$ cat src/hw/rtl/qws_pkg.sv
package qws_pkg;

  // Character set sizes
  localparam int unsigned DELIM_SLOTS = 4;
  localparam int unsigned QUOTE_SLOTS = 2;
  localparam int unsigned DelimW      = 8 * DELIM_SLOTS;
  localparam int unsigned QuoteW      = 8 * QUOTE_SLOTS;

  // Configuration port
  localparam int unsigned CfgDataW = (DelimW > QuoteW) ? DelimW : QuoteW;
  localparam int unsigned CfgIdxW  = 2;

  // Register reset values
  localparam logic [DelimW-1:0] DelimReset  = DelimW'(64'h0000_0000_000A_0920);
  localparam logic [QuoteW-1:0] QuoteReset  = QuoteW'(32'h0000_2722);
  localparam logic [7:0]        EscapeReset = 8'h5C;

  // Results one item can cause, one slot each
  localparam int unsigned NumSlots = 5;
  localparam int unsigned SelW     = $clog2(NumSlots);

  // Queue between front and back (power of two)
  localparam int unsigned QueueDepth = 4;
  localparam int unsigned QueuePtrW  = $clog2(QueueDepth);

  typedef enum logic [CfgIdxW-1:0] {
    REG_DELIM  = 2'd0,
    REG_QUOTE  = 2'd1,
    REG_ESCAPE = 2'd2
  } cfg_reg_e;

  typedef enum logic [1:0] {
    KIND_CHAR     = 2'd0,
    KIND_WORD_END = 2'd1,
    KIND_LIST_END = 2'd2
  } kind_e;

  typedef struct packed {
    kind_e      kind;
    logic [7:0] chr;
  } slot_t;

  // All results of one item, in order of slot index; en marks the live ones
  typedef struct packed {
    logic  [NumSlots-1:0] en;
    slot_t [NumSlots-1:0] slot;
  } bundle_t;

endpackage

$ cat src/hw/rtl/qws_front.sv
module qws_front (
  input  logic                         clk_i,
  input  logic                         rst_ni,
  // configuration writes
  input  logic                         cfg_valid_i,
  input  logic [qws_pkg::CfgIdxW-1:0]  cfg_index_i,
  input  logic [qws_pkg::CfgDataW-1:0] cfg_data_i,
  // input items
  input  logic                         accept_i,
  input  logic [7:0]                   in_char_i,
  input  logic                         char_valid_i,
  input  logic                         string_end_i,
  // result bundle toward the queue
  output logic                         bundle_valid_o,
  output qws_pkg::bundle_t             bundle_o
);

  // Slot order of the results of one item
  localparam int unsigned SlotLead   = 0; // escape byte or word end before the char
  localparam int unsigned SlotChar   = 1;
  localparam int unsigned SlotEndEsc = 2; // trailing escape at string end
  localparam int unsigned SlotEndWrd = 3;
  localparam int unsigned SlotEndLst = 4;

  logic [qws_pkg::DelimW-1:0] delim_q;
  logic [qws_pkg::QuoteW-1:0] quote_q;
  logic [7:0]                 esc_q;

  logic [7:0] open_quote_q, open_quote_d;
  logic       esc_pend_q, esc_pend_d;
  logic       word_open_q, word_open_d;
  logic       brk_pend_q, brk_pend_d;

  logic is_esc, is_q, is_d;

  function automatic logic in_delim(logic [qws_pkg::DelimW-1:0] set, logic [7:0] c);
    logic hit;
    hit = 1'b0;
    for (int i = 0; i < qws_pkg::DELIM_SLOTS; i++) begin
      if (set[8*i +: 8] != 8'd0 && set[8*i +: 8] == c) hit = 1'b1;
    end
    return hit;
  endfunction

  function automatic logic in_quote(logic [qws_pkg::QuoteW-1:0] set, logic [7:0] c);
    logic hit;
    hit = 1'b0;
    for (int i = 0; i < qws_pkg::QUOTE_SLOTS; i++) begin
      if (set[8*i +: 8] != 8'd0 && set[8*i +: 8] == c) hit = 1'b1;
    end
    return hit;
  endfunction

  // Classify the byte
  assign is_esc = (esc_q != 8'd0) && (in_char_i == esc_q);
  assign is_q   = in_quote(quote_q, in_char_i);
  assign is_d   = in_delim(delim_q, in_char_i);

  // Next state and result slots
  always_comb begin
    open_quote_d = open_quote_q;
    esc_pend_d   = esc_pend_q;
    word_open_d  = word_open_q;
    brk_pend_d   = brk_pend_q;

    bundle_o.en = '0;
    bundle_o.slot[SlotLead]   = '{kind: qws_pkg::KIND_CHAR,     chr: esc_q};
    bundle_o.slot[SlotChar]   = '{kind: qws_pkg::KIND_CHAR,     chr: in_char_i};
    bundle_o.slot[SlotEndEsc] = '{kind: qws_pkg::KIND_CHAR,     chr: esc_q};
    bundle_o.slot[SlotEndWrd] = '{kind: qws_pkg::KIND_WORD_END, chr: 8'd0};
    bundle_o.slot[SlotEndLst] = '{kind: qws_pkg::KIND_LIST_END, chr: 8'd0};

    if (char_valid_i) begin
      if (open_quote_q != 8'd0) begin
        // inside a quoted span
        if (esc_pend_q) begin
          bundle_o.en[SlotLead] = (in_char_i != open_quote_q) && !is_esc;
          bundle_o.en[SlotChar] = 1'b1;
          esc_pend_d = 1'b0;
        end else if (in_char_i == open_quote_q) begin
          open_quote_d = 8'd0;
        end else if (is_esc) begin
          esc_pend_d = 1'b1;
        end else begin
          bundle_o.en[SlotChar] = 1'b1;
        end
      end else if (esc_pend_q) begin
        // escape keeps itself only before a plain byte
        bundle_o.en[SlotLead] = !is_esc && !is_q && !is_d;
        bundle_o.en[SlotChar] = 1'b1;
        esc_pend_d = 1'b0;
      end else if (is_d && !is_q) begin
        if (word_open_q) brk_pend_d = 1'b1;
      end else begin
        // byte starts or continues a word
        if (brk_pend_q) begin
          bundle_o.en[SlotLead]   = 1'b1;
          bundle_o.slot[SlotLead] = '{kind: qws_pkg::KIND_WORD_END, chr: 8'd0};
          brk_pend_d = 1'b0;
        end
        word_open_d = 1'b1;
        if (is_q) begin
          open_quote_d = in_char_i;
        end else if (is_esc) begin
          esc_pend_d = 1'b1;
        end else begin
          bundle_o.en[SlotChar] = 1'b1;
        end
      end
    end

    if (string_end_i) begin
      bundle_o.en[SlotEndEsc] = esc_pend_d;
      bundle_o.en[SlotEndWrd] = word_open_d;
      bundle_o.en[SlotEndLst] = 1'b1;
      open_quote_d = 8'd0;
      esc_pend_d   = 1'b0;
      word_open_d  = 1'b0;
      brk_pend_d   = 1'b0;
    end
  end

  assign bundle_valid_o = accept_i && (bundle_o.en != '0);

  // Configuration registers and splitter state
  always_ff @(posedge clk_i or negedge rst_ni) begin
    if (!rst_ni) begin
      delim_q      <= qws_pkg::DelimReset;
      quote_q      <= qws_pkg::QuoteReset;
      esc_q        <= qws_pkg::EscapeReset;
      open_quote_q <= 8'd0;
      esc_pend_q   <= 1'b0;
      word_open_q  <= 1'b0;
      brk_pend_q   <= 1'b0;
    end else begin
      if (cfg_valid_i) begin
        unique case (qws_pkg::cfg_reg_e'(cfg_index_i))
          qws_pkg::REG_DELIM:  delim_q <= cfg_data_i[qws_pkg::DelimW-1:0];
          qws_pkg::REG_QUOTE:  quote_q <= cfg_data_i[qws_pkg::QuoteW-1:0];
          qws_pkg::REG_ESCAPE: esc_q   <= cfg_data_i[7:0];
          default: ;
        endcase
      end
      if (accept_i) begin
        open_quote_q <= open_quote_d;
        esc_pend_q   <= esc_pend_d;
        word_open_q  <= word_open_d;
        brk_pend_q   <= brk_pend_d;
      end
    end
  end

endmodule

$ cat src/hw/rtl/qws_queue.sv
module qws_queue (
  input  logic             clk_i,
  input  logic             rst_ni,
  input  logic             wr_i,
  input  qws_pkg::bundle_t wdata_i,
  output logic             full_o,
  input  logic             rd_i,
  output logic             empty_o,
  output qws_pkg::bundle_t rdata_o
);

  qws_pkg::bundle_t mem_q [qws_pkg::QueueDepth];

  logic [qws_pkg::QueuePtrW-1:0] wptr_q, rptr_q;
  logic [qws_pkg::QueuePtrW:0]   cnt_q;

  assign full_o  = (cnt_q == (qws_pkg::QueuePtrW+1)'(qws_pkg::QueueDepth));
  assign empty_o = (cnt_q == '0);
  assign rdata_o = mem_q[rptr_q];

  // Storage
  always_ff @(posedge clk_i) begin
    if (wr_i && !full_o) mem_q[wptr_q] <= wdata_i;
  end

  // Pointers wrap at the power-of-two depth
  always_ff @(posedge clk_i or negedge rst_ni) begin
    if (!rst_ni) begin
      wptr_q <= '0;
      rptr_q <= '0;
      cnt_q  <= '0;
    end else begin
      if (wr_i && !full_o) wptr_q <= wptr_q + 1'b1;
      if (rd_i && !empty_o) rptr_q <= rptr_q + 1'b1;
      if ((wr_i && !full_o) && !(rd_i && !empty_o)) begin
        cnt_q <= cnt_q + 1'b1;
      end else if (!(wr_i && !full_o) && (rd_i && !empty_o)) begin
        cnt_q <= cnt_q - 1'b1;
      end
    end
  end

endmodule

$ cat src/hw/rtl/qws_back.sv
module qws_back (
  input  logic             clk_i,
  input  logic             rst_ni,
  // from the queue
  input  logic             q_empty_i,
  input  qws_pkg::bundle_t q_data_i,
  output logic             q_pop_o,
  // result ports
  output logic             empty_o,
  input  logic             pop_i,
  output logic [1:0]       result_kind_o,
  output logic [7:0]       out_char_o,
  output logic             run_last_o
);

  logic [qws_pkg::NumSlots-1:0] mask_q, mask_d, rest;
  qws_pkg::slot_t [qws_pkg::NumSlots-1:0] slot_q;
  logic [qws_pkg::SelW-1:0] sel;
  logic take, load;

  // Lowest live slot is the oldest result
  always_comb begin
    sel = '0;
    for (int i = qws_pkg::NumSlots - 1; i >= 0; i--) begin
      if (mask_q[i]) sel = qws_pkg::SelW'(i);
    end
  end

  assign rest    = mask_q & (mask_q - 1'b1);
  assign empty_o = (mask_q == '0);
  assign take    = pop_i && !empty_o;
  assign load    = empty_o || (take && (rest == '0));
  assign q_pop_o = load && !q_empty_i;

  assign result_kind_o = slot_q[sel].kind;
  assign out_char_o    = slot_q[sel].chr;
  assign run_last_o    = (rest == '0);

  always_comb begin
    mask_d = mask_q;
    if (load) begin
      mask_d = q_empty_i ? '0 : q_data_i.en;
    end else if (take) begin
      mask_d = rest;
    end
  end

  // Bundle being sent out
  always_ff @(posedge clk_i) begin
    if (q_pop_o) slot_q <= q_data_i.slot;
  end

  always_ff @(posedge clk_i or negedge rst_ni) begin
    if (!rst_ni) begin
      mask_q <= '0;
    end else begin
      mask_q <= mask_d;
    end
  end

endmodule

$ cat src/hw/rtl/quoted_word_splitter.sv
// Path: an accepted item is written into the queue as one bundle, then loaded into the
// result serializer registers, from which its first result appears on the result ports.
// Throughput: one item per cycle while items cause at most one result each and pop stays
// high; an item with several results holds the result serializer until all are popped,
// and the 4-entry queue between classifier and serializer absorbs bursts until full rises.
// Reset: splitter state and queue clear, registers return to space/tab/newline,
// double/single quote and backslash.
module quoted_word_splitter (
  input  logic                         clk_i,
  input  logic                         rst_ni,
  // configuration
  input  logic                         cfg_valid_i,
  output logic                         cfg_ready_o,
  input  logic [qws_pkg::CfgIdxW-1:0]  cfg_index_i,
  input  logic [qws_pkg::CfgDataW-1:0] cfg_data_i,
  // input items
  input  logic                         push,
  output logic                         full,
  input  logic [7:0]                   in_char_i,
  input  logic                         char_valid_i,
  input  logic                         string_end_i,
  // results
  output logic                         empty,
  input  logic                         pop,
  output logic [1:0]                   result_kind_o,
  output logic [7:0]                   out_char_o,
  output logic                         run_last_o
);

  logic             accept;
  logic             bundle_valid;
  qws_pkg::bundle_t bundle;
  logic             q_full, q_empty, q_pop;
  qws_pkg::bundle_t q_data;

  assign cfg_ready_o = 1'b1;
  assign full        = q_full;
  assign accept      = push && !q_full;

  qws_front u_front (
    .clk_i,
    .rst_ni,
    .cfg_valid_i,
    .cfg_index_i,
    .cfg_data_i,
    .accept_i       (accept),
    .in_char_i,
    .char_valid_i,
    .string_end_i,
    .bundle_valid_o (bundle_valid),
    .bundle_o       (bundle)
  );

  qws_queue u_queue (
    .clk_i,
    .rst_ni,
    .wr_i    (bundle_valid),
    .wdata_i (bundle),
    .full_o  (q_full),
    .rd_i    (q_pop),
    .empty_o (q_empty),
    .rdata_o (q_data)
  );

  qws_back u_back (
    .clk_i,
    .rst_ni,
    .q_empty_i     (q_empty),
    .q_data_i      (q_data),
    .q_pop_o       (q_pop),
    .empty_o       (empty),
    .pop_i         (pop),
    .result_kind_o,
    .out_char_o,
    .run_last_o
  );

endmodule

$ cat config.mk
export PLATFORM = sky130hd
export DESIGN_NAME = quoted_word_splitter
export DESIGN_NICKNAME = d
export VERILOG_FILES = /design/src/hw/rtl/qws_pkg.sv /design/src/hw/rtl/qws_front.sv /design/src/hw/rtl/qws_queue.sv /design/src/hw/rtl/qws_back.sv /design/src/hw/rtl/quoted_word_splitter.sv
export SDC_FILE = /design/constraint.sdc
export NUM_CORES = 1
export LEC_CHECK = 0
export BUFFER_PORTS_ARGS = -buffer_cell sky130_fd_sc_hd__buf_2
export CAP_MARGIN = 20
export CORE_MARGIN = 2
export CORE_UTILIZATION = 48
export CTS_BUF_LIST = sky130_fd_sc_hd__clkbuf_16
export DETAILED_ROUTE_END_ITERATION = 10
export SYNTH_ARGS = -nofsm -noshare
export SYNTH_HDL_FRONTEND = slang
export SYNTH_HIERARCHICAL = 1
export SYNTH_SLANG_ARGS = --single-unit
$ cat constraint.sdc
create_clock -name clk_i -period 8.3 [get_ports clk_i]
set_input_delay 1.66 -clock clk_i [delete_from_list [all_inputs] [get_ports clk_i]]
set_output_delay 1.66 -clock clk_i [all_outputs]
set_load 0.005 [all_outputs]
== Word level (Yosys, flattened, before mapping) ==
Memories as Yosys holds them, arrays and structs flattened.
Index checks and enable logic that the tools add are counted.

* Word-level logic and storage cells: 161
* RAM bits: 124
* Memories: 1
* Output and inout bits: 14
* Input port bits: 49
* Flip-flop bits (word level): 129

* Equal/unequal tests: 17
* Bitwise gates (word level): 1
* Magnitude comparators: 1
* Muxes and demuxes: 64
* $add $sub $neg: 5
* Reductions and logical operators: 51

{| class="wikitable"
|+ Memories
! name !! depth !! width !! rd ports !! clocked after memory_dff !! write ports !! line !! RTL
|-
| u_queue.mem_q || 4 || 31 || 1 || 0 || 1 || qws_queue.sv:12 || <nowiki>qws_pkg::bundle_t mem_q [qws_pkg::QueueDepth];</nowiki>
|}

{| class="wikitable"
|+ Operator list
! cell !! count
|-
| equality test 8 bit || 8
|-
| 2-to-1 mux 8 bit || 8
|-
| nonzero test 8 bit || 8
|-
| 2-to-1 mux 10 bit || 5
|-
| 2-to-1 mux 1 bit || 34
|-
| binary-select mux 10 bit (select 3 bit) || 1
|-
| 2-to-1 mux 3 bit || 8
|-
| logical AND 1 bit || 20
|-
| 2-to-1 mux 5 bit || 3
|-
| logical NOT 5 bit || 2
|-
| 2-to-1 mux 9 bit || 1
|-
| logical NOT 1 bit || 8
|-
| 2-to-1 mux 2 bit || 4
|-
| != test 8 bit || 1
|-
| != test 3 x 2 -> 1 bit, second input constant || 2
|-
| AND reduction 2 bit || 3
|-
| AND reduction 6 bit || 1
|-
| nonzero test 2 bit || 3
|-
| AND 5 bit || 1
|-
| AND reduction 5 bit || 1
|-
| nonzero test 5 bit || 1
|-
| subtractor 5 x 1 -> 5 bit, second input constant || 1
|-
| adder 2 x 1 -> 2 bit, second input constant || 2
|-
| less-than comparator 3 x 4 -> 1 bit, second input constant || 1
|-
| 11 further kinds || 12
|}

== Depth between registers and ports, before layout ==
* Depth after elaboration: 19
* Depth in mapped cells: 16
* Mapped depth without buffers: 14

== By module ==
The synthesis kept the hierarchy.

{| class="wikitable"
|+ Modules (own cells, without submodules)
! module !! area each (sq um) !! cells an instance !! times used !! seq. area each (sq um)
|-
| qws_queue || 8349.3 || 323 || 1 || 6781.5
|-
| qws_front || 4010.1 || 356 || 1 || 1695.4
|-
| qws_back || 2443.6 || 176 || 1 || 1626.6
|-
| quoted_word_splitter || 25.0 || 3 || 1 || 0.0
|}

== Worst setup path after synthesis ==
OpenSTA, ideal clock, no wires.

* Path kind: input-to-reg
* Start point: in pop
* End point: reg u_queue/cnt_q[1] (netlist bit)
* Stages: 7
* Setup slack: 1394 ps
* Setup time: 125 ps
* Data arrival time: 6781 ps
* Buffers on the path: 0
* Required time: 8175 ps
* Cell sequence: a21oi_1 -> nor3_1 -> nand2_1 -> ha_1 -> inv_1 -> fa_1 -> mux2_2

* Word-level cells in the longest chain between the ends: 8
* Elaborated cells on any way between the ends: 10
* Those cells by class: 1 x mux; 9 x reduce/logical

{| class="wikitable"
|+ RTL lines
! item !! line !! RTL
|-
| start: declaration || quoted_word_splitter.sv:24 || <nowiki>input logic pop,</nowiki>
|-
| logical AND 1 bit * || qws_back.sv:31 || <nowiki>assign take = pop_i && !empty_o;</nowiki>
|-
| logical AND 1 bit * || qws_back.sv:32 || <nowiki>assign load = empty_o || (take && (rest == '0));</nowiki>
|-
| logical OR 1 bit * || qws_back.sv:32 ||
|-
| logical AND 1 bit * || qws_back.sv:33 || <nowiki>assign q_pop_o = load && !q_empty_i;</nowiki>
|-
| named net q_pop || quoted_word_splitter.sv:33 || <nowiki>logic q_full, q_empty, q_pop;</nowiki>
|-
| logical AND 1 bit * || qws_queue.sv:35, qws_queue.sv:37 ||
|-
| logical NOT 1 bit || qws_queue.sv:35 || <nowiki>if ((wr_i && !full_o) && !(rd_i && !empty_o)) begin</nowiki>
|-
| logical AND 1 bit || qws_queue.sv:35 ||
|-
| 2-to-1 mux 3 bit or nonzero test 2 bit (tied branches) || -- ||
|-
| end signal: assignment || qws_queue.sv:36 || <nowiki>cnt_q <= cnt_q + 1'b1;</nowiki>
|-
| end signal: assignment || qws_queue.sv:38 || <nowiki>cnt_q <= cnt_q - 1'b1;</nowiki>
|-
| end: declaration || qws_queue.sv:15 || <nowiki>logic [qws_pkg::QueuePtrW:0] cnt_q;</nowiki>
|}

The timed path passes the listed nets; every way through them passes the cells marked *.
A chain may end at the register's enable or synchronous reset.

== Final worst setup path ==
* Start point: in in_char_i[4]
* End point: mem u_queue/mem_q[0][10] (netlist bit) (enable)

* Word-level cells in the longest chain between the ends: 17
* Elaborated cells on any way between the ends: 56
* Those cells by class: 9 x eq/ne; 30 x mux; 17 x reduce/logical

{| class="wikitable"
|+ RTL lines
! item !! line !! RTL
|-
| start: declaration || quoted_word_splitter.sv:19 || <nowiki>input logic [7:0] in_char_i,</nowiki>
|-
| equality test 8 bit || qws_front.sv:40 || <nowiki>if (set[8*i +: 8] != 8'd0 && set[8*i +: 8] == c) hit = 1'b1;</nowiki>
|-
| logical AND 1 bit || qws_front.sv:40 ||
|-
| 2-to-1 mux 1 bit (4 in series) || qws_front.sv:40 ||
|-
| logical AND 1 bit || qws_front.sv:92 || <nowiki>end else if (is_d && !is_q) begin</nowiki>
|-
| 2-to-1 mux 1 bit || qws_front.sv:92 ||
|-
| 2-to-1 mux 1 bit || qws_front.sv:87 || <nowiki>end else if (esc_pend_q) begin</nowiki>
|-
| 2-to-1 mux 1 bit || qws_front.sv:74 || <nowiki>if (open_quote_q != 8'd0) begin</nowiki>
|-
| 2-to-1 mux 1 bit || qws_front.sv:73 || <nowiki>if (char_valid_i) begin</nowiki>
|-
| 2-to-1 mux 3 bit || qws_front.sv:112 || <nowiki>if (string_end_i) begin</nowiki>
|-
| nonzero test 5 bit * || qws_front.sv:123 || <nowiki>assign bundle_valid_o = accept_i && (bundle_o.en != '0);</nowiki>
|-
| logical AND 1 bit * || qws_front.sv:123 ||
|-
| named net bundle_valid || quoted_word_splitter.sv:31 || <nowiki>logic bundle_valid;</nowiki>
|-
| logical AND 1 bit * || qws_queue.sv:23 || <nowiki>if (wr_i && !full_o) mem_q[wptr_q] <= wdata_i;</nowiki>
|-
| 2-to-1 mux 1 bit * || qws_queue.sv:23 ||
|-
| 2-to-1 mux 1 bit (implied by the code) * || qws_queue.sv:23 ||
|-
| end: declaration || qws_queue.sv:12 ||
|}

Marks and branches as above.

==> impl_metrics.tcl <==
set metrics [dict create \
    routabilityCongestion 0.784 \
    leakagePower_nw 5.79 \
    vdd_ir_drop_max_mv 0.165 \
    routedWlPerCell_um 21.4 \
    avgSynthCellArea_um2 17.3 \
    cts_tree "done" \
    synth_top_area_share_pct 54.7 \
    worst_slew_pin_slew_ps 931 \
    postCtsSetupBuffers 0 \
    fin_nets 973 \
    worstHoldPathType "reg -> reg" \
    synthArstFlopShare_pct 22.6 \
    hold_buffers 0 \
    rrSetupSlack_ps 4150 \
    die_area_um2 32300 \
    syn_inst 858 \
    placed_cells 1273 \
    start_kind "input pin" \
    end_kind "register" \
    power_density_nw_per_um2 350 \
    cap_violations 0 \
    drive_above_1_share_pct 30.2 \
    slew_headroom_pct 37.7 \
    hold_ws_ps 481 \
    first_iter_violations 528 \
    final-hold-violation-count 0 \
    yosysSeqAreaShare_pct 68.1 \
    path_class "in -> reg" \
    rows 64 \
    finish.utilization_pct 54.1 \
    fp.dieW_um 180 \
    fin_ws_ps 3310 \
    status "finished clean" \
    via_per_inst 5.50 \
    cts_buffers 38 \
    drc 0 \
    initial_utilization_pct 48.6 \
    pre_cts_slack_ps 2710 \
    ios 63 \
    root_buffer "clkbuf_16" \
    ys_warn_count 6 \
    first_pass_iters 5 \
    clock_latency_ps 530 \
    cts.sinks 349 \
    finalSetupViolCount 0 \
    synth_edf_count 270 \
    fin_crit_ps 4990 \
    synth.area.top_cells "edfxtp_1 55%, dfrtp_1 11%, mux4_2 8.4%, mux2_2 4.4%, dfstp_2 2.7%" \
    clockBufferDepth 3 \
    syn_area_um2 14800 \
    slowest_stage "and2_2" \
    cp_top_family "simple AND/OR/NAND/NOR gates" \
    synth_cell_types 70 \
    syn_to_final_growth_pct 11.3 \
    layout_commonest_cell "edfxtp_1" \
    fmaxAchievable_ghz 0.200 \
    synth_area_leader_cell "edfxtp_1" \
    clk_pin_slew_ps 50 \
    track_usage_pct 18.4 \
    grt_max_degree 80 \
    wl_um 28800 \
    layout_common_cells "270 x edfxtp_1, 62 x dfrtp_1, 60 x buf_2, 58 x mux2_2, 55 x mux4_2" \
    grt_pass1_vias 7743 \
    final_cells 1344 \
    crit_chain "buf_2, xor2_1, a211oi_1, nand4_1, nand4_1, o31ai_1, a21oi_1, a31oi_1, nor2b_1, and2_2, buf_4" \
    critPathRequiredTime_ps 8460 \
    die_y_um 180 \
    crit_buf_inv 2 \
    core_area_um2 30500 \
    grt_pass1_wl_um 46300 \
    ctsResizeCount 0 \
    io_buffer_count 61 \
    dp_hpwl_um 18200 \
    antenna_cells 0 \
    antenna_found_initial 0 \
    setup_tns_ps 0 \
    crit_top_cell "nand4_1" \
    ys_seq_elements 349 \
    finalClockSkew_ps 24.2 \
    slowest_delay_ps 690 \
    worstPathArrival_ps 5150 \
    fillers 2432 \
    grt_overflow_total 0 \
    drtAntennaViolNets 0 \
    rsz0062_at_grt "false" \
    vias 7390 \
    period_share_pct 60.1 \
    ys.flop_type "edfxtp_1" \
    slew_violations 0 \
    h-tree-depth 2 \
    path_max_fanout 30 \
]
## synthesized netlist by cell type, drive strengths merged, types with 3 or more instances
cell type,count
o41ai,4
nand4,8
mux2,58
or4b,9
and2,12
nor4,20
mux4,55
clkbuf,9
conb,3
xor2,40
nor2,10
a21oi,22
a311oi,9
nand3b,3
xnor2,26
buf,64
nand2b,12
nor3,14
o21ai,15
a31oi,3
dfrtp,64
inv,25
edfxtp,270
nor2b,6
nand3,12
a211oi,4
dfstp,15
ha,5
mux2i,9
nand2,20
## area by class of cell
cell class | instances | area (µm²) | share of cell area [%]
Sequential cell | 349 | 10100 | 61.3
Tap cell | 396 | 495 | 3.00
Clock buffer | 38 | 951 | 5.76
Clock inverter | 32 | 268 | 1.62
Timing Repair Buffer | 70 | 388 | 2.35
Multi-Input combinational cell | 434 | 4200 | 25.4
Inverter | 25 | 93.8 | 0.568
## cell families after synthesis
| family | Yosys count | synth area share, % |
|---|---|---|
| xor+xnor | 66 | 3.90 |
| mux | 122 | 13.5 |
| fa+ha+maj | 8 | 0.692 |
| simple gates | 135 | 5.61 |
| flops | 349 | 68.1 |
| compound gates | 77 | 3.92 |
| other cells | 3 | 0.0759 |
| buf+inv | 98 | 4.22 |
## per-stage QoR
| step | power, W | instance area, µm² |
|---|---|---|
| final | 0.00578 | 16500 |
| after global placement | 0.00420 | 15300 |
| after floorplan | 0.00376 | 14900 |
| after detailed placement | 0.00422 | 15300 |
| after CTS | 0.00586 | 16500 |
| after global routing | 0.00611 | 16500 |
## worst reg2reg max path, delay by kind of cell (launching register included)
kind / cells / cell delay (ps)
simple gates: 4 / 1730
flops: 1 / 440
buf+inv: 1 / 550
compound gates: 5 / 1060
## registers in the layout, summed over array words and instances (netlist names)
name,cells
u_front/word_open_q,1
u_front/quote_q,16
u_front/esc_pend_q,1
u_back/slot_q,50
u_queue/wptr_q,2
u_front/open_quote_q,8
u_front/delim_q,32
u_back/mask_q,5
u_queue/mem_q,220
u_queue/rptr_q,2
u_front/brk_pend_q,1
u_queue/cnt_q,3
u_front/esc_q,8
## final timing paths
path / startpoint / to / cells past startpoint
setup / recovery: in_char_i[4] / u_queue/mem_q[0][10] / 11
hold / removal: u_queue/cnt_q[2] / u_queue/cnt_q[2] / 1
setup reg to reg: u_front/quote_q[11] / u_queue/mem_q[0][10] / 10
hold reg to reg: u_queue/cnt_q[2] / u_queue/cnt_q[2] / 1
max in group asynchronous: rst_ni / u_front/esc_q[3] / 2
min in group asynchronous: rst_ni / u_front/delim_q[10] / 1
## layer usage
| metal | share of wire [%] | track usage, % |
|---|---|---|
| met5 | 0 | 0 |
| met4 | 2.1 | 5.17 |
| met3 | 3.7 | 2.76 |
| met2 | 49 | 30.3 |
| met1 | 45 | 25.9 |
## where the power goes
part           leakage (nW)  internal [W]  switching (W)
Combinational          1.75      0.000644       0.000771
Clock                 0.630      0.000963       0.000661
Sequential             3.41       0.00243       0.000306
No activity file was read; power rests on OpenSTA's default activity.
